**src/sv/fptc_pkg.sv**
```systemverilog
// Shared types, operation codes and constants for the fixed-point time converter.
package fptc_pkg;

  typedef enum logic [2:0] {
    OP_MUL         = 3'd0,
    OP_TO_NS       = 3'd1,
    OP_FROM_NS     = 3'd2,
    OP_TO_US       = 3'd3,
    OP_FROM_US     = 3'd4,
    OP_US_TO_FIXED = 3'd5
  } op_t;

  localparam logic [31:0] NS_PER_S = 32'd1000000000;
  localparam logic [31:0] US_PER_S = 32'd1000000;

  localparam int SUBSEC_W = 30;
  localparam int PROD_W   = 96;

  // A join computes floor(n * 2^32 / scale) as floor(n * K / 2^shift) with K rounded
  // up. The power of two in each scale is taken out first, which leaves an odd
  // divisor small enough that the rounding error never reaches the next integer
  // for any 32-bit n. One thousand million is 2^9 * 1953125; one million is
  // 2^6 * 15625.
  localparam int NS_SHIFT = 53;
  localparam int US_SHIFT = 46;

  localparam logic [127:0] NS_RECIP_FULL =
    ((128'd1 << (23 + NS_SHIFT)) + 128'd1953124) / 128'd1953125;
  localparam logic [127:0] US_RECIP_FULL =
    ((128'd1 << (26 + US_SHIFT)) + 128'd15624) / 128'd15625;

  localparam logic [63:0] NS_RECIP = NS_RECIP_FULL[63:0];
  localparam logic [63:0] US_RECIP = US_RECIP_FULL[63:0];

  // Bits of the sum above the fraction hold the whole units carried into seconds.
  localparam int NS_QUOT_W = PROD_W - 32 - NS_SHIFT;
  localparam int US_QUOT_W = PROD_W - 32 - US_SHIFT;

  typedef struct packed {
    logic [2:0]  opcode;
    logic [63:0] operand_a;
    logic [63:0] operand_b;
    logic [31:0] seconds;
    logic [31:0] subsec;
  } in_item_t;

  typedef struct packed {
    logic [2:0]  opcode;
    logic [63:0] p0;
    logic [63:0] p1;
    logic [63:0] p2;
    logic [63:0] p3;
    logic [31:0] seconds;
  } prod_t;

  typedef struct packed {
    logic [2:0]        opcode;
    logic [PROD_W-1:0] total;
    logic [31:0]       seconds;
  } sum_t;

  typedef struct packed {
    logic [63:0]         fixed_value;
    logic [31:0]         seconds;
    logic [SUBSEC_W-1:0] subsec;
  } result_t;

endpackage

```
**src/sv/fptc_format_stage.sv**
```systemverilog
// Picks the result fields out of the sum and carries whole units into the seconds.
module fptc_format_stage import fptc_pkg::*; (
  input  logic    clk,
  input  logic    load,
  input  sum_t    sum,
  output result_t result
);

  result_t result_next;

  always_comb begin
    result_next = '0;
    unique case (op_t'(sum.opcode))
      OP_MUL: begin
        result_next.fixed_value = sum.total[95:32];
      end
      OP_TO_NS, OP_TO_US: begin
        result_next.seconds = sum.seconds;
        result_next.subsec  = sum.total[32 +: SUBSEC_W];
      end
      OP_FROM_NS: begin
        result_next.fixed_value =
          {sum.seconds + 32'(sum.total[PROD_W-1 -: NS_QUOT_W]), sum.total[NS_SHIFT +: 32]};
      end
      OP_FROM_US, OP_US_TO_FIXED: begin
        result_next.fixed_value =
          {sum.seconds + 32'(sum.total[PROD_W-1 -: US_QUOT_W]), sum.total[US_SHIFT +: 32]};
      end
      default: begin
      end
    endcase
  end

  always_ff @(posedge clk) begin
    if (load) begin
      result <= result_next;
    end
  end

endmodule
```
**config.mk**
```make
export PLATFORM = sky130hd
export DESIGN_NAME = fptc_format_stage
export DESIGN_NICKNAME = d
export VERILOG_FILES = /design/src/sv/fptc_pkg.sv /design/src/sv/fptc_format_stage.sv
export SDC_FILE = /design/constraint.sdc
export NUM_CORES = 1
export LEC_CHECK = 0
export ABC_CLOCK_PERIOD_IN_PS = 3880
export BUFFER_PORTS_ARGS = -buffer_cell sky130_fd_sc_hd__buf_2
export CORE_ASPECT_RATIO = 0.75
export CORE_MARGIN = 1
export CORE_UTILIZATION = 51
export CTS_BUF_LIST = sky130_fd_sc_hd__clkbuf_4 sky130_fd_sc_hd__clkbuf_8
export DETAILED_ROUTE_END_ITERATION = 8
export PLACE_DENSITY = 0.83
export RECOVER_POWER = 25
export SLEW_MARGIN = 20
export SYNTH_ARGS = -nofsm -noshare
export SYNTH_HDL_FRONTEND = slang
export SYNTH_SLANG_ARGS = --single-unit
export TNS_END_PERCENT = 50
```
**constraint.sdc**
```tcl
create_clock -name clk -period 3.88 [get_ports clk]
set_input_delay 0.194 -clock clk [delete_from_list [all_inputs] [get_ports clk]]
set_output_delay 0.194 -clock clk [all_outputs]
set_load 0.01 [all_outputs]
```
# --- Word level (Yosys, flattened, before mapping) ---
# Index checks and enable logic that the tools add are counted.
totals:
  in_bits: 133
  regBits: 126
  out_inout_bits: 126
  word_cells: 14
classes:
  reduce_logical: 3
  add_sub_neg: 2
  n_eq_ne: 5
  n_mux: 1
op_table:
  columns: ["op", "n"]
  rows:
  - ["64-bit case mux with 3 select lines", 1]
  - ["32-bit by 11-bit adder with 32-bit output", 1]
  - ["32-bit by 18-bit adder with 32-bit output", 1]
  - ["3-bit by 2-bit equality test with 1-bit output, second input constant", 2]
  - ["3-bit equality test, second input constant", 2]
  - ["2-bit OR reduction", 2]
  - ["3-bit by 1-bit equality test with 1-bit output, second input constant", 1]
  - ["3-bit logical NOT", 1]

# --- Logic depth before layout (Yosys ltp) ---
logic_depth:
  depth_word: 3
  mapped_depth: 14
  mapped_depth_nobuf: 10

# --- Worst setup path before layout ---
# OpenSTA, ideal clock, no wires.
synth_timing:
  path_kind: "input port to flip-flop"
  startpoint: "input port sum[130] in the netlist's numbering"
  endpoint: "register result[118] in the netlist's numbering (data pin)"
  path_slack_ns: 0.384
  stages: 14
  setup_time_ns: 0.259
  n_path_buf: 4
  t_required_ns: 3.621
  t_arrival_ns: 3.237
  path_cell_list: "buf_2 > nor2b_1 > buf_1 > clkbuf_1 > mux2_2 > ha_1 > fa_1 > a21oi_1 > o2111a_1 > or4_4 > a21oi_2 > buf_4 > and4_1 > a211o_1"
synth_rtl:
  columns: ["element", "line", "text"]
  rows:
  - ["from (decl)", "fptc_format_stage.sv:5", "input sum_t sum,"]
  - ["to (signal assigned)", "fptc_format_stage.sv:36", "result <= result_next;"]
  - ["to (decl)", "fptc_format_stage.sv:6", "output result_t result"]

==> results.cfg <==
[logic_synthesis]
yosysMostFrequentCell = edfxtp_1
yosys.area.top_type = edfxtp_1
syn_avg_cell_area_um2 = 11.4
syn-cell-area_um2 = 6670
synthesis.nets = 742
async_flop_share_pct = 0
synth_ff_type = edfxtp_1
synthTopCellsByCount = edfxtp_1, and2_1, nand2_1, o21ai_0, a22oi_1
yosys-top-cells-area = edfxtp_1, and2_1, o21ai_0
synth_edf_count = 126
netlist.area_leader.share_pct = 56.7
yosysWarnings = 0
ys_ff_latch = 126
yosysSeqAreaShare_pct = 56.7
netlist_instances = 587
synth_cell_type_count = 53

[route]
avgViaCountPerCell = 5.90
drt_iter0_markers = 569
avgRoutedWirePerCell_um = 19.3
final_antenna_net_count = 0
drc = 0
first_pass_iters = 6
via_count = 5834
drt_wl_total_mm = 19.1

[final_layout]
fin_nets = 962
top_register = result
final_util_pct = 66.6
area_growth_pct = 24.9
drive_gt1_share_pct = 34.6
largest_register_ffs = 126
final-instance-count-excl-fill = 989
reg_top3 = result x126
nFillCells = 967
multi_input_area_um2 = 2740
register_area_um2 = 3780
design_area_um2 = 8340

[sta]
finalSetupViolCount = 0
hold_slack_ns = 0.0417
finalCritPeriodShare_pct = 81.8
slew_headroom_pct = -110
clock.fmax_ghz = 0.315
rsz0062_at_grt = no
fin_ws_ns = 0.708
finalCriticalPeriod_ns = 3.17
setup-tns-final_ns = 0
maxSlewViolCount = 95
hold_viol = 0
tightest_slew_ns = 3.16

[grt]
grt_pass1_vias = 5371
antenna_found_initial = 2
grt_pass1_wl_mm = 29.1
gr-total-overflow = 0
grt_max_degree = 69
groute.usage.overall_pct = 28.7

[critical_path]
arrival_ns = 3.36
end_kind = flip-flop
criticalPathCategory = in2reg
critPathLaunch = sum[129]
start_kind = primary input
endpoint = result[124]
cp_max_fo = 20
required_ns = 4.07

[job]
drv_cap = 2

[power_and_ir_drop]
finalPower_mw = 3.40
clkPwrFrac_pct = 32.0
swShare_pct = 29.5
p_seq_share_pct = 48.9
leakagePower_nw = 3.38
p_int_mw = 2.40
vdd_ir_drop_max_uv = 246
switching_power_mw = 1.00
power_density_nw_per_um2 = 408
combPwrFrac_pct = 19.1

[floorplanning]
start_util_pct = 53.3
core_um2 = 12500
rows = 35
die_y_um = 101
die_w_um = 134
die_area_um2 = 13600
ioPinCount = 259

[cts]
cts_post_setup_buffers_inserted = 0
clock_sinks = 126
clkTransAtPathRegs_ns = 0.08
cts.root.buffer_cell = clkbuf_8
clock_path_buffers = 2
cts_resized = 0
postCtsHoldBufs = 0
cts_tree = built
h-tree-depth = 4
numCtsBuffers = 17

[placed_design]
dpl.hpwl_mm = 14.0
place.gp.congestion = 0.920
placed_cell_area_um2 = 7970
portBuffers = 226
dp.cells = 953
dp_slack_ns = 0.286

[worst_hold_path]
hp-class = in2reg

[outcome]
status = finished, violations left
violations = capacitance limit, slew limit
cell families (layout without fill, tap and decap cells):
group	count (synthesis)	in the layout	share of synthesized area, %
simple gates	209	209	16.4
compound gates	165	165	16.6
flops	126	126	56.7
buf+inv	40	273	2.38
fa+ha+maj	22	22	4.24
xor+xnor	14	14	1.84
mux	11	11	1.86
other cells	0	3	0
worst min path at each step:
stage / start / end / slack, ns / cells past startpoint
after floorplan: load / result[0] / 0.31 / 0
after detailed placement: sum[75] / result[11] / 0.49 / 2
final: sum[75] / result[11] / 0.04 / 2
after global routing: sum[75] / result[11] / 0.02 / 2
after global placement: sum[75] / result[11] / 0.49 / 2
after CTS: sum[75] / result[11] / 0.03 / 2
placed cells by master (no fill, tap or decap), types with 3 or more instances in the layout:
master    instances
a2111o_1          3
a211o_1           4
a211oi_1          8
a21o_1            7
a21oi_1          22
a22oi_1          32
a32oi_1           4
and2_0           15
and2_1           60
and3_1            9
buf_2           225
buf_4             7
clkbuf_1          3
clkbuf_8         17
diode_2           3
edfxtp_1        126
ha_1             21
inv_1             5
inv_6             5
mux2_2           11
nand2_1          67
nand3_1          18
nand4_1           6
nor2_1           11
nor3_1            5
o211ai_1          5
o21a_1            4
o21ai_0          55
or3_1             4
xnor2_1           7
xor2_1            7
worst max-delay path, cell delays in order:
cell	delay (ns)
buf_2	0.11
nor2b_1	0.17
buf_4	0.29
mux2_2	0.40
ha_1	0.36
nand3_1	0.11
o2111a_1	0.28
or4_4	0.51
a21oi_2	0.46
a21oi_1	0.12
a311o_1	0.34
power by group through the flow:
stage / logic [mW] / clock network, mW / registers (mW)
after global placement: 0.628 / 0 / 1.69
after CTS: 0.643 / 1.10 / 1.66
final: 0.649 / 1.09 / 1.66
after detailed placement: 0.639 / 0 / 1.69
after global routing: 0.699 / 1.17 / 1.68
after floorplan: 0.262 / 0 / 1.76
metal layers:
layer	vias to the layer above	GRT usage, %	wire length [µm]
met3	47	6.59	1850
met2	333	42.5	8340
met5	-	0	0
met1	2781	41.1	8390
met4	0	11.4	559
li1	2673	-	-
cell type report:
type,count,share of cell area [%]
diodes,3,0.0900
clock buffers,17,2.81
multi-input cells,421,32.9
clock inverters,15,1.62
repair buffers,236,14.5
well taps,166,2.49
flip-flops and latches,126,45.4
inverters,5,0.225
Power figures use the tool's default switching activity.
