**src/sv/fptc_pkg.sv**
```systemverilog
// Shared types, operation codes and constants for the fixed-point time converter.
package fptc_pkg;

  typedef enum logic [2:0] {
    OP_MUL         = 3'd0,
    OP_TO_NS       = 3'd1,
    OP_FROM_NS     = 3'd2,
    OP_TO_US       = 3'd3,
    OP_FROM_US     = 3'd4,
    OP_US_TO_FIXED = 3'd5
  } op_t;

  localparam logic [31:0] NS_PER_S = 32'd1000000000;
  localparam logic [31:0] US_PER_S = 32'd1000000;

  localparam int SUBSEC_W = 30;
  localparam int PROD_W   = 96;

  // A join computes floor(n * 2^32 / scale) as floor(n * K / 2^shift) with K rounded
  // up. The power of two in each scale is taken out first, which leaves an odd
  // divisor small enough that the rounding error never reaches the next integer
  // for any 32-bit n. One thousand million is 2^9 * 1953125; one million is
  // 2^6 * 15625.
  localparam int NS_SHIFT = 53;
  localparam int US_SHIFT = 46;

  localparam logic [127:0] NS_RECIP_FULL =
    ((128'd1 << (23 + NS_SHIFT)) + 128'd1953124) / 128'd1953125;
  localparam logic [127:0] US_RECIP_FULL =
    ((128'd1 << (26 + US_SHIFT)) + 128'd15624) / 128'd15625;

  localparam logic [63:0] NS_RECIP = NS_RECIP_FULL[63:0];
  localparam logic [63:0] US_RECIP = US_RECIP_FULL[63:0];

  // Bits of the sum above the fraction hold the whole units carried into seconds.
  localparam int NS_QUOT_W = PROD_W - 32 - NS_SHIFT;
  localparam int US_QUOT_W = PROD_W - 32 - US_SHIFT;

  typedef struct packed {
    logic [2:0]  opcode;
    logic [63:0] operand_a;
    logic [63:0] operand_b;
    logic [31:0] seconds;
    logic [31:0] subsec;
  } in_item_t;

  typedef struct packed {
    logic [2:0]  opcode;
    logic [63:0] p0;
    logic [63:0] p1;
    logic [63:0] p2;
    logic [63:0] p3;
    logic [31:0] seconds;
  } prod_t;

  typedef struct packed {
    logic [2:0]        opcode;
    logic [PROD_W-1:0] total;
    logic [31:0]       seconds;
  } sum_t;

  typedef struct packed {
    logic [63:0]         fixed_value;
    logic [31:0]         seconds;
    logic [SUBSEC_W-1:0] subsec;
  } result_t;

endpackage

```
**src/sv/fptc_sum_stage.sv**
```systemverilog
// Adds the aligned partial products into one 96-bit sum.
module fptc_sum_stage import fptc_pkg::*; (
  input  logic  clk,
  input  logic  load,
  input  prod_t prod,
  output sum_t  sum
);

  sum_t sum_next;

  always_comb begin
    sum_next.opcode  = prod.opcode;
    sum_next.seconds = prod.seconds;
    sum_next.total   = {32'd0, prod.p0}
                     + {prod.p1, 32'd0}
                     + {prod.p2, 32'd0}
                     + {prod.p3[31:0], 64'd0};
  end

  always_ff @(posedge clk) begin
    if (load) begin
      sum <= sum_next;
    end
  end

endmodule

```
**config.mk**
```make
export PLATFORM = sky130hd
export DESIGN_NAME = fptc_sum_stage
export DESIGN_NICKNAME = d
export VERILOG_FILES = /design/src/sv/fptc_pkg.sv /design/src/sv/fptc_sum_stage.sv
export SDC_FILE = /design/constraint.sdc
export NUM_CORES = 1
export LEC_CHECK = 0
export BUFFER_PORTS_ARGS = -buffer_cell sky130_fd_sc_hd__clkbuf_2
export CAP_MARGIN = 10
export CORE_AREA = 5 5 162 164
export DETAILED_ROUTE_END_ITERATION = 16
export DIE_AREA = 0 0 167 169
export PLACE_DENSITY = 0.66
export SLEW_MARGIN = 20
export SYNTH_ARGS = -nofsm -noshare
export SYNTH_HDL_FRONTEND = slang
export SYNTH_SLANG_ARGS = --single-unit
```
**constraint.sdc**
```tcl
create_clock -name clk -period 5.5 [get_ports clk]
set_clock_uncertainty 0.15 [all_clocks]
set_input_delay 1.1 -clock clk [delete_from_list [all_inputs] [get_ports clk]]
set_output_delay 1.1 -clock clk [all_outputs]
set_load 0.02 [all_outputs]
```
; Yosys cells after proc, flatten, opt, wreduce, memory -nomap -nowiden
; Index checks and enable logic that the tools add are counted.
[totals]
out_inout_bits = 131
word_cells = 6
in_bits = 293
regBits = 131
[classes]
n_addsub = 3
[op_table]
columns = cell, n
row1 = $add 96x96->96, 2
row2 = $add 64x96->96, 1

; Longest topological paths before layout
; Gate-level depths: netlist of run 1.
[depth]
ltp_word = 3
depth_mapped = 14
mapped_depth_nobuf = 14

; Worst setup path before layout of run 1
; Ideal clock, no wire load.
[synth_path]
kind = input to register
startpoint = input port prod[97] (netlist bit)
endpoint = register sum[125] (netlist bit), data pin
t_arrival_ns = 4.222
path_buffers = 0
path_stages = 12
slack_ns = 0.867
setup_ns = 0.261
cell_sequence = fa_1 -> ha_1 -> fa_1 -> a21oi_2 -> o211a_1 -> or4_1 -> and3_4 -> o41a_1 -> o311ai_2 -> nand2_2 -> o311ai_2 -> xnor2_1
[synth_lines]
columns = element, line
row1 = "start, declared", fptc_sum_stage.sv:5  ; input prod_t prod,
row2 = "end signal, assigned", fptc_sum_stage.sv:22  ; sum <= sum_next;
row3 = "end, declared", fptc_sum_stage.sv:6  ; output sum_t sum

==> impl_results.md, run 1 <==
- Number of clock sinks: 131
- Netlist Area Pre-Place: 0.00910 mm²
- Vias per cell: 5.11
- CTS tree: built
- DPL Wire Length: 23700 µm
- Ant diodes: 0
- Max clock buf depth: 2
- Static Leakage: 5.33 nW
- Antenna violations before repair: 1
- Starting DRT DRC Count: 525
- Worst hold path type: input pin to flop
- Clock Root Buffer: clkbuf_16
- Final antenna-violating net count: 0
- Post-synthesis mux area share: 0.330%
- Clk slew on worst S/H paths: 0.07 ns
- Pwr Total: 4.36 mW
- Pre-CTS setup slack: 0.405 ns
- Ratio of cells with drive above 1 in the final layout: 36.9%
- TritonRoute pass-1 iters: 5
- Final WS setup: 0.829 ns
- Outcome: completed
- Via count: 7748
- Largest family of logic cells by synthesized area: adder cells
- Final nets: 1591
- Hold-fix buffers, CTS: 0
- Hold path cells: 1
- Simple-Gate Fraction of Synth Area: 11.1%
- Max FFs per register: 131
- Critical path, cell by cell: clkbuf_2, fa_1, ha_1, fa_1, a21oi_2, o211a_1, or4_1, and3_4, o41ai_1, buf_4, a31oi_1, nor2_1, a31oi_1, xnor2_1
- Vias in the first global route: 7966
- #FFs+latches synth: 131
- Gr usage total: 19.9%
- Max-slew headroom: 37.4%
- Max Slew Vio Count: 0
- DR DRC count: 0
- Most common cell after layout, fill and taps aside: clkbuf_2
- Row cnt: 58
- Hold_sp: prod[11]
- Routability cong.: 0.897
- Fillcell total: 2337
- Total Wirelength: 28600 µm
- Mapped Cells: 784
- Asr flop ratio synth: 0%
- Syn avg cell area: 11.6 µm²
- Required @ worst endpoint: 5.52 ns
- Sequential-to-total area share from yosys stat: 43.2%
- Most flop-heavy register: sum
- CTS resizes: 0
- Worst Tran Pin Value: 0.939 ns
- Fmax: 0.214 GHz
- Crit share post-route: 84.9%
- Number of warning messages in the yosys log: 0
- Slowest CP cell: fa_1
- Area Overhead vs Synth: 31.8%
- MaxCap Viol Count: 0
- Pwr Density: 364 mW/mm²
- Top-level port count: 424
- Setup TNS: 0 ns
- CP top delay family: compound AO/OA/AOI/OAI gates
- Min Tclk post-route: 4.67 ns
- Unrepaired setup endpoints after global routing: false
- Grt ovf: 0
- Biggest registers after layout: sum (131)
- Synth Area in Adders: 22.6%
- Initial Util: 36.8%
- Hold WS: 0.704 ns
- Die Span Y: 169 µm
- Synth cell types: 57
- Count of final hold-check violations: 0
- Endpoints failing setup: 0
- Global-route wire length before repair: 43800 µm
- Largest net degree at the start of global routing: 96
- Worst Path Buf+Inv: 2
- Peak VDD IR: 0.194 mV
- Post-Synth XOR/XNOR Area: 5.48%
- Crit path from: prod[97]
- Worst Hold End: sum[11]$_DFFE_PP_
- Crit end category: flop
- Post-Syn Nets: 1203
- Area of the die: 0.0282 mm²
- Per-cell routed wire length: 18.8 µm
- Post-synth EDFFs: 131
- Port Buffer Count: 391
- Synth Area in Compound Gates: 15.3%
- Inserted Clock Buffers: 17
- Core Util, Final: 48.5%
- H-tree depth: 4
- Die Wd: 167 µm
- Core area: 0.0247 mm²
- CP startpoint kind: input pin
- Ys flop type: edfxtp_1
- Setup Fix Bufs, Post-CTS: 0
- Crit Path Max Fanout: 4
- Most frequent cells in the layout: 390 x clkbuf_2, 131 x edfxtp_1, 74 x a21oi_1
- Crit Path Class: input pin to flop
- WP data arrival: 4.69 ns
- Delay of the slowest critical-path stage: 0.56 ns
==> layout make-up <==
| class | instances | area, µm² | area share, % |
|---|---|---|---|
| multi-input combinational | 604 | 4990 | 41.6 |
| sequential | 131 | 3930 | 32.8 |
| timing repair buffer | 395 | 1990 | 16.6 |
| clock buffer | 17 | 425 | 3.54 |
| tap | 330 | 413 | 3.44 |
| clock inverter | 15 | 161 | 1.35 |
| inverter | 23 | 86.3 | 0.719 |
==> power breakdown <==
group	leakage, nW	switching [mW]	internal [mW]
clock network	0.284	0.525	0.611
logic	3.76	1.12	0.680
registers	1.28	0.0626	1.36
==> worst max-delay path by stage <==
| stage | endpoint | slack (ns) | depth (start not counted) |
|---|---|---|---|
| final | sum[121]$_DFFE_PP_ | 0.83 | 14 |
| after CTS | sum[125]$_DFFE_PP_ | 0.83 | 13 |
| after global placement | sum[125]$_DFFE_PP_ | 0.41 | 13 |
| after detailed placement | sum[125]$_DFFE_PP_ | 0.41 | 13 |
| after global routing | sum[121]$_DFFE_PP_ | 0.65 | 14 |
| after floorplan | sum[125]$_DFFE_PP_ | 0.87 | 12 |
==> through the flow <==
stage               cells  cell area (µm²)
floorplan             784             9100
CTS                  1515            12000
detailed placement   1483            11400
finish               1515            12000
global route         1515            12000
global placement     1483            11400
==> cells by family (layout without fill, tap and decap cells) <==
kind of cell,after synthesis,after routing
muxes,3,3
adders and majority gates,126,126
buffers and inverters,49,450
DFF,131,131
xor gates and xnor gates,57,57
AOI/OAI and AO/OA,214,214
and+or+nand+nor,204,204
==> Yosys cell counts (3+ instances only) <==
| cell | instances | share of area (%) |
|---|---|---|
| o21ai_0 | 32 | 1.8 |
| or2_2 | 3 | 0.21 |
| xnor2_1 | 42 | 4.0 |
| nor4_1 | 3 | 0.21 |
| and3_1 | 7 | 0.48 |
| o21a_1 | 9 | 0.74 |
| a21boi_0 | 3 | 0.25 |
| xor2_1 | 15 | 1.4 |
| fa_1 | 64 | 14 |
| edfxtp_1 | 131 | 43 |
| a211oi_1 | 4 | 0.33 |
| o21bai_1 | 14 | 1.2 |
| o2111ai_1 | 3 | 0.29 |
| nand2b_1 | 5 | 0.34 |
| nor2_1 | 39 | 1.6 |
| and2_1 | 7 | 0.48 |
| clkbuf_1 | 26 | 1.1 |
| a311oi_1 | 3 | 0.29 |
| ha_1 | 62 | 8.5 |
| o31ai_1 | 4 | 0.33 |
| o211ai_1 | 3 | 0.25 |
| nand3_1 | 19 | 1.0 |
| nor2b_1 | 5 | 0.34 |
| a31oi_1 | 9 | 0.62 |
| a21o_1 | 30 | 2.5 |
| or4_1 | 4 | 0.33 |
| nor3_1 | 19 | 1.0 |
| a221oi_1 | 5 | 0.48 |
| a21oi_1 | 74 | 4.1 |
| a2111oi_0 | 3 | 0.29 |
| nand2_1 | 59 | 2.4 |
| mux2i_1 | 3 | 0.33 |
| nand4_1 | 20 | 1.4 |
| inv_1 | 23 | 0.95 |
==> routing by layer <==
metal	track usage, %	vias up	routed length [µm]
met3	4.76	46	2120
met2	35.2	342	14500
met5	0	-	13
met4	6.33	2	690
met1	23.9	3638	11200
li1	-	3720	-
Power figures use the tool's default switching activity.
==> run 2: changes to the inputs <==
Clock period 5.5 ns to 4.4 ns, I/O delays scaled along.
==> run 2 against run 1 <==
Non-clock buffer count up 70. Wire length up 2.6%. Sequential share of layout area down 1.4 points. Critical path depth up 2. Critical path type unchanged. Highest routed layer unchanged.
==> impl_results.md, run 2 (synthesis gave the netlist of run 1 again) <==
- Clk slew on worst S/H paths: 0.07 ns (about the same)
- H-tree depth: 4 (unchanged)
- Gr usage total: 20.1% (+0.28 points)
- Top-level port count: 424 (unchanged)
- Crit end category: flop
- Initial Util: 36.8% (unchanged)
- Vias per cell: 5.07 (-0.89%)
- Area Overhead vs Synth: 37.6%
- Delay of the slowest critical-path stage: 0.55 ns (about the same)
- Most frequent cells in the layout: 390 x clkbuf_2, 131 x edfxtp_1, 74 x a21oi_1, 74 x buf_4, 63 x fa_1
- Number of clock sinks: 131 (unchanged)
- Power share of the sequential group: 31.4% (-1.3 points)
- WP data arrival: 4.24 ns (-0.45 ns)
- Max FFs per register: 131 (unchanged)
- Final nets: 1661 (+4.4%)
- CP most frequent cell: buf_4
- Required @ worst endpoint: 4.42 ns (-1.10 ns)
- Fillcell total: 2254 (-3.6%)
- Most flop-heavy register: sum
- Min Tclk post-route: 4.22 ns
- Reg area: 0.00393 mm² (unchanged)
- Crit Path Max Fanout: 3 (-1)
- Routability cong.: 0.910 (+1.5%)
- Final antenna-violating net count: 0 (unchanged)
- Setup Fix Bufs, Post-CTS: 0 (unchanged)
- Setup TNS: 0 ns (unchanged)
- Peak VDD IR: 0.195 mV (+0.85%)
- Core Util, Final: 50.6% (+2.1 points)
- Global-route wire length before repair: 44700 µm (+1.9%)
- TritonRoute pass-1 iters: 7 (+2)
- Pwr Density: 453 mW/mm² (+25%)
- Crit share post-route: 95.9%
- Biggest registers after layout: sum (131)
- Die Wd: 167 µm (unchanged)
- Combinational power share: 43.6% (+2.3 points)
- CTS tree: built
- Clock Root Buffer: clkbuf_16
- Count of final hold-check violations: 0 (unchanged)
- Row cnt: 58 (unchanged)
- CP startpoint kind: input pin
- Grt ovf: 0 (unchanged)
- Hold path cells: 1 (unchanged)
- Placed cells: 1553 (+4.7%)
- Outcome: completed
- Inserted Clock Buffers: 17 (unchanged)
- Worst Hold End: sum[2]$_DFFE_PP_
- MaxCap Viol Count: 0 (unchanged)
- Internal power: 3.48 mW (+31%)
- CP top delay family: adder cells
- Vias in the first global route: 8341 (+4.7%)
- Worst Path Buf+Inv: 4 (+2)
- Via count: 8034 (+3.7%)
- Largest net degree at the start of global routing: 108 (+13%)
- Footprint of the multi-input gates: 0.00500 mm² (+0.25%)
- Max Slew Vio Count: 0 (unchanged)
- Post-Layout Cell Count: 1585 (+4.6%)
- Die Span Y: 169 µm (unchanged)
- Core area: 0.0247 mm² (unchanged)
- Max clock buf depth: 2 (unchanged)
- Area of the die: 0.0282 mm² (unchanged)
- CTS resizes: 0 (unchanged)
- Worst Tran Pin Value: 1.01 ns (+0.0757 ns)
- DR DRC count: 0 (unchanged)
- Slowest CP cell: fa_1
- Ant diodes: 0 (unchanged)
- Starting DRT DRC Count: 425 (-19%)
- Unrepaired setup endpoints after global routing: true
- DPL Wire Length: 24300 µm (+2.4%)
- Most common cell after layout, fill and taps aside: clkbuf_2
- NetSw: 2.20 mW (+29%)
- Antenna violations before repair: 1 (unchanged)
- Hold_sp: prod[2]
- Per-cell routed wire length: 18.5 µm (-2.0%)
- Crit Path Class: input pin to flop
- Total Wirelength: 29300 µm (+2.6%)
- Max-slew headroom: 32.4% (-5.0 points)
- Sw frac: 38.7% (-0.45 points)
- Port Buffer Count: 391 (unchanged)
- Clock power frac: 25.0% (-1.0 points)
- Endpoints failing setup: 0 (unchanged)
- Critical path, cell by cell: clkbuf_2, fa_1, ha_2, fa_2, a21oi_2, o211a_1, or4_1, and3_4, buf_4, o41ai_2, buf_4, a31oi_1, nor2_1, buf_4, a31oi_1, xnor2_1
- Static Leakage: 5.66 nW (+6.3%)
- Ratio of cells with drive above 1 in the final layout: 40.6% (+3.8 points)
- Worst hold path type: input pin to flop
- Hold-fix buffers, CTS: 0 (unchanged)
- Fmax: 0.237 GHz
==> run 2: cell count changes in the layout (fill, tap and decap cells not counted) <==
cell and change:
buf_4 +70, inv_6 +2, clkinv_8 -1, fa_1 -1, fa_2 +1, ha_1 -1, ha_2 +1, inv_8 -1
o41ai_1 -1, o41ai_2 +1
==> run 2: power by group through the flow <==
stage	Sequential [mW]	Combinational (mW)	Clock, mW
6_report	1.78	2.47	1.42
5_1_grt	1.80	2.70	1.50
4_1_cts	1.79	2.48	1.46
3_5_place_dp	1.81	2.46	0
3_3_place_gp	1.81	2.44	0
2_1_floorplan	2.10	1.15	0
==> run 2: final cells by class <==
cell class / count / share of cell area [%]
clock buffers: 17 / 3.40
inverters: 23 / 0.689
multi-input cells: 604 / 39.9
clock inverters: 15 / 1.21
repair buffers: 465 / 20.1
flip-flops and latches: 131 / 31.4
well taps: 330 / 3.30
==> run 2: through the flow <==
stage / hold slack, ns / area [µm²] / worst slack, ns / power [mW]
2_1_floorplan: 0.829 / 9100 / 0.0265 / 3.25
3_3_place_gp: 0.907 / 11900 / -0.278 / 4.25
3_5_place_dp: 0.909 / 11900 / -0.284 / 4.27
4_1_cts: 0.458 / 12500 / 0.136 / 5.73
5_1_grt: 0.458 / 12500 / -0.0140 / 6.01
6_report: 0.479 / 12500 / 0.181 / 5.68
==> run 2: worst max path at each step <==
stage / slack (ns) / endpoint / from / cells after the start
3_3_place_gp: -0.28 / sum[125]$_DFFE_PP_ / prod[97] / 14
6_report: 0.18 / sum[121]$_DFFE_PP_ / prod[97] / 16
3_5_place_dp: -0.28 / sum[125]$_DFFE_PP_ / prod[97] / 14
4_1_cts: 0.14 / sum[125]$_DFFE_PP_ / prod[97] / 14
5_1_grt: -0.01 / sum[121]$_DFFE_PP_ / prod[97] / 16
2_1_floorplan: 0.03 / sum[125]$_DFFE_PP_ / prod[97] / 12
==> run 2: per-layer routing <==
metal / GRT usage, % / share of wire (%)
met2: 36.2 / 51
met3: 4.53 / 6.5
met1: 24.2 / 40
met4: 6.05 / 2.1
met5: 0 / 0.038
==> run 3: changes to the inputs <==
Settings changed: PLACE_DENSITY 0.66 to 0.68.
==> run 3 against run 2 <==
Via count rose by 0.35%. Sequential share of layout area about the same. Combinational power about the same. Power about the same. Sequential power about the same. Sequential cell count is the same. Die area is the same. First-iteration DRC count is 1.6% lower. Highest routed layer is now met4.
==> impl_results.md, run 3 (synthesis gave the netlist of run 1 again) <==
- Grt ovf: 0 (unchanged)
- Pwr Density: 453 mW/mm² (about the same)
- DR DRC count: 0 (unchanged)
- H-tree depth: 4 (unchanged)
- Hold path cells: 1 (unchanged)
- Hold_sp: prod[19]
- Crit Path Max Fanout: 3 (unchanged)
- Max-slew headroom: 43.9% (+12 points)
- Port Buffer Count: 391 (unchanged)
- Worst hold path type: input pin to flop
- Power share of the sequential group: 31.4% (about the same)
- Required @ worst endpoint: 4.42 ns (about the same)
- Total Wirelength: 28900 µm (-1.2%)
- Via count: 8062 (+0.35%)
- TritonRoute pass-1 iters: 5 (-2)
- NetSw: 2.20 mW (+0.15%)
- Sw frac: 38.8% (+0.049 points)
- Final nets: 1658 (-0.18%)
- Inserted Clock Buffers: 17 (unchanged)
- Max FFs per register: 131 (unchanged)
- Crit share post-route: 95.7% (-0.16 points)
- Clock Root Buffer: clkbuf_16
- Most flop-heavy register: sum
- Clock power frac: 25.1% (about the same)
- Worst Tran Pin Value: 0.841 ns (-0.174 ns)
- Setup TNS: 0 ns (unchanged)
- Fillcell total: 2329 (+3.3%)
- Final antenna-violating net count: 0 (unchanged)
- Largest net degree at the start of global routing: 92 (-15%)
- Max clock buf depth: 2 (unchanged)
- Vias in the first global route: 8511 (+2.0%)
- MaxCap Viol Count: 0 (unchanged)
- Static Leakage: 5.66 nW (about the same)
- Internal power: 3.47 mW (about the same)
- CP startpoint kind: input pin
- Min Tclk post-route: 4.21 ns (-0.00686 ns)
- Most common cell after layout, fill and taps aside: clkbuf_2
- Peak VDD IR: 0.241 mV (+23%)
- DPL Wire Length: 24300 µm (+0.18%)
- Worst Hold End: sum[19]$_DFFE_PP_
- Outcome: completed
- Crit end category: flop
- Number of clock sinks: 131 (unchanged)
- Clk slew on worst S/H paths: 0.07 ns (about the same)
- Fmax: 0.237 GHz (+0.16%)
- Initial Util: 36.8% (unchanged)
- Area of the die: 0.0282 mm² (unchanged)
- Most frequent cells in the layout: 390 x clkbuf_2, 131 x edfxtp_1, 74 x a21oi_1
- Biggest registers after layout: sum (131)
- Unrepaired setup endpoints after global routing: false
- Global-route wire length before repair: 45600 µm (+2.1%)
- Crit Path Class: input pin to flop
- Die Span Y: 169 µm (unchanged)
- CTS tree: built
- Hold-fix buffers, CTS: 0 (unchanged)
- Antenna violations before repair: 1 (unchanged)
- Row cnt: 58 (unchanged)
- WP data arrival: 4.23 ns (about the same)
- Ratio of cells with drive above 1 in the final layout: 40.4% (-0.22 points)
- Count of final hold-check violations: 0 (unchanged)
- Top-level port count: 424 (unchanged)
- Max Slew Vio Count: 0 (unchanged)
- Per-cell routed wire length: 18.3 µm (-1.1%)
- Final design area excluding fillers: 0.0125 mm² (about the same)
- Setup Fix Bufs, Post-CTS: 0 (unchanged)
- Die Wd: 167 µm (unchanged)
- Routability cong.: 0.891 (-2.2%)
- Starting DRT DRC Count: 418 (-1.6%)
- Combinational power share: 43.5% (about the same)
- Core area: 0.0247 mm² (unchanged)
- Gr usage total: 20.4% (+0.28 points)
- Endpoints failing setup: 0 (unchanged)
- Area Overhead vs Synth: 37.7% (about the same)
- Vias per cell: 5.09 (+0.48%)
- Post-Place Cell Area: 0.0119 mm² (about the same)
[run 3: changes by cell type in the layout (fill, tap and decap cells not counted), sizes merged]
| cell | delta |
|---|---|
| buf | -3 |
| clkinvlp | +1 |
| inv | -1 |
| diode | +1 |
[run 3: worst max path at each step]
stage / startpoint / end / slack (ns) / cells after the start
3_5_place_dp: prod[97] / sum[97]$_DFFE_PP_ / -0.46 / 15
4_1_cts: prod[97] / sum[97]$_DFFE_PP_ / 0.11 / 15
5_1_grt: prod[97] / sum[121]$_DFFE_PP_ / 0.03 / 16
2_1_floorplan: prod[97] / sum[125]$_DFFE_PP_ / 0.03 / 12
6_report: prod[97] / sum[121]$_DFFE_PP_ / 0.19 / 16
3_3_place_gp: prod[97] / sum[97]$_DFFE_PP_ / -0.43 / 15
[run 3: timing repair]
action,in CTS,in global routing
resized for setup,1,3
pin swaps,0,1
setup endpoints to repair,1,4
hold endpoints to repair,0,0
[run 3: power by group through the flow]
stage	clock network, mW	logic, mW	registers [mW]
final	1.42	2.47	1.79
after global routing	1.53	2.71	1.81
after detailed placement	0	2.46	1.81
after CTS	1.47	2.48	1.79
after global placement	0	2.43	1.81
after floorplan	0	1.15	2.10
[run 3: area by class of cell]
cell class	count	area, µm²	area share [%]
diodes	1	2.50	0.0200
clock buffers	17	425	3.39
clock inverters	15	155	1.24
inverters	23	86.3	0.689
multi-input cells	604	5010	40.0
flip-flops and latches	131	3930	31.4
well taps	330	413	3.29
repair buffers	462	2510	20.0
[run 3: through the flow]
step | power [mW] | std cells | setup slack [ns] | hold slack, ns | util, %
CTS | 5.74 | 1582 | 0.105 | 0.458 | 50.6
floorplan | 3.25 | 784 | 0.0265 | 0.829 | -
detailed placement | 4.27 | 1550 | -0.455 | 0.909 | 48.2
global route | 6.04 | 1583 | 0.0334 | 0.454 | 50.7
finish | 5.68 | 1583 | 0.188 | 0.479 | 50.7
global placement | 4.25 | 1550 | -0.426 | 0.907 | 48.2
[run 3: routing by layer]
layer | vias up | share of wire, % | global-route usage (%)
met1 | 3818 | 38 | 23.7
met2 | 333 | 52 | 37.2
met3 | 45 | 6.9 | 4.58
met4 | 0 | 2.5 | 7.08
met5 | - | 0 | 0
li1 | 3866 | - | -
[run 3: critical path, stage by stage]
cell      delay [ns]
clkbuf_2        0.09
fa_1            0.55
ha_1            0.19
fa_1            0.22
a21oi_2         0.08
o211a_1         0.24
or4_1           0.52
and3_4          0.19
buf_4           0.15
o41ai_4         0.35
buf_4           0.18
a31oi_1         0.09
nor2_1          0.10
buf_4           0.14
a31oi_1         0.10
xnor2_1         0.14
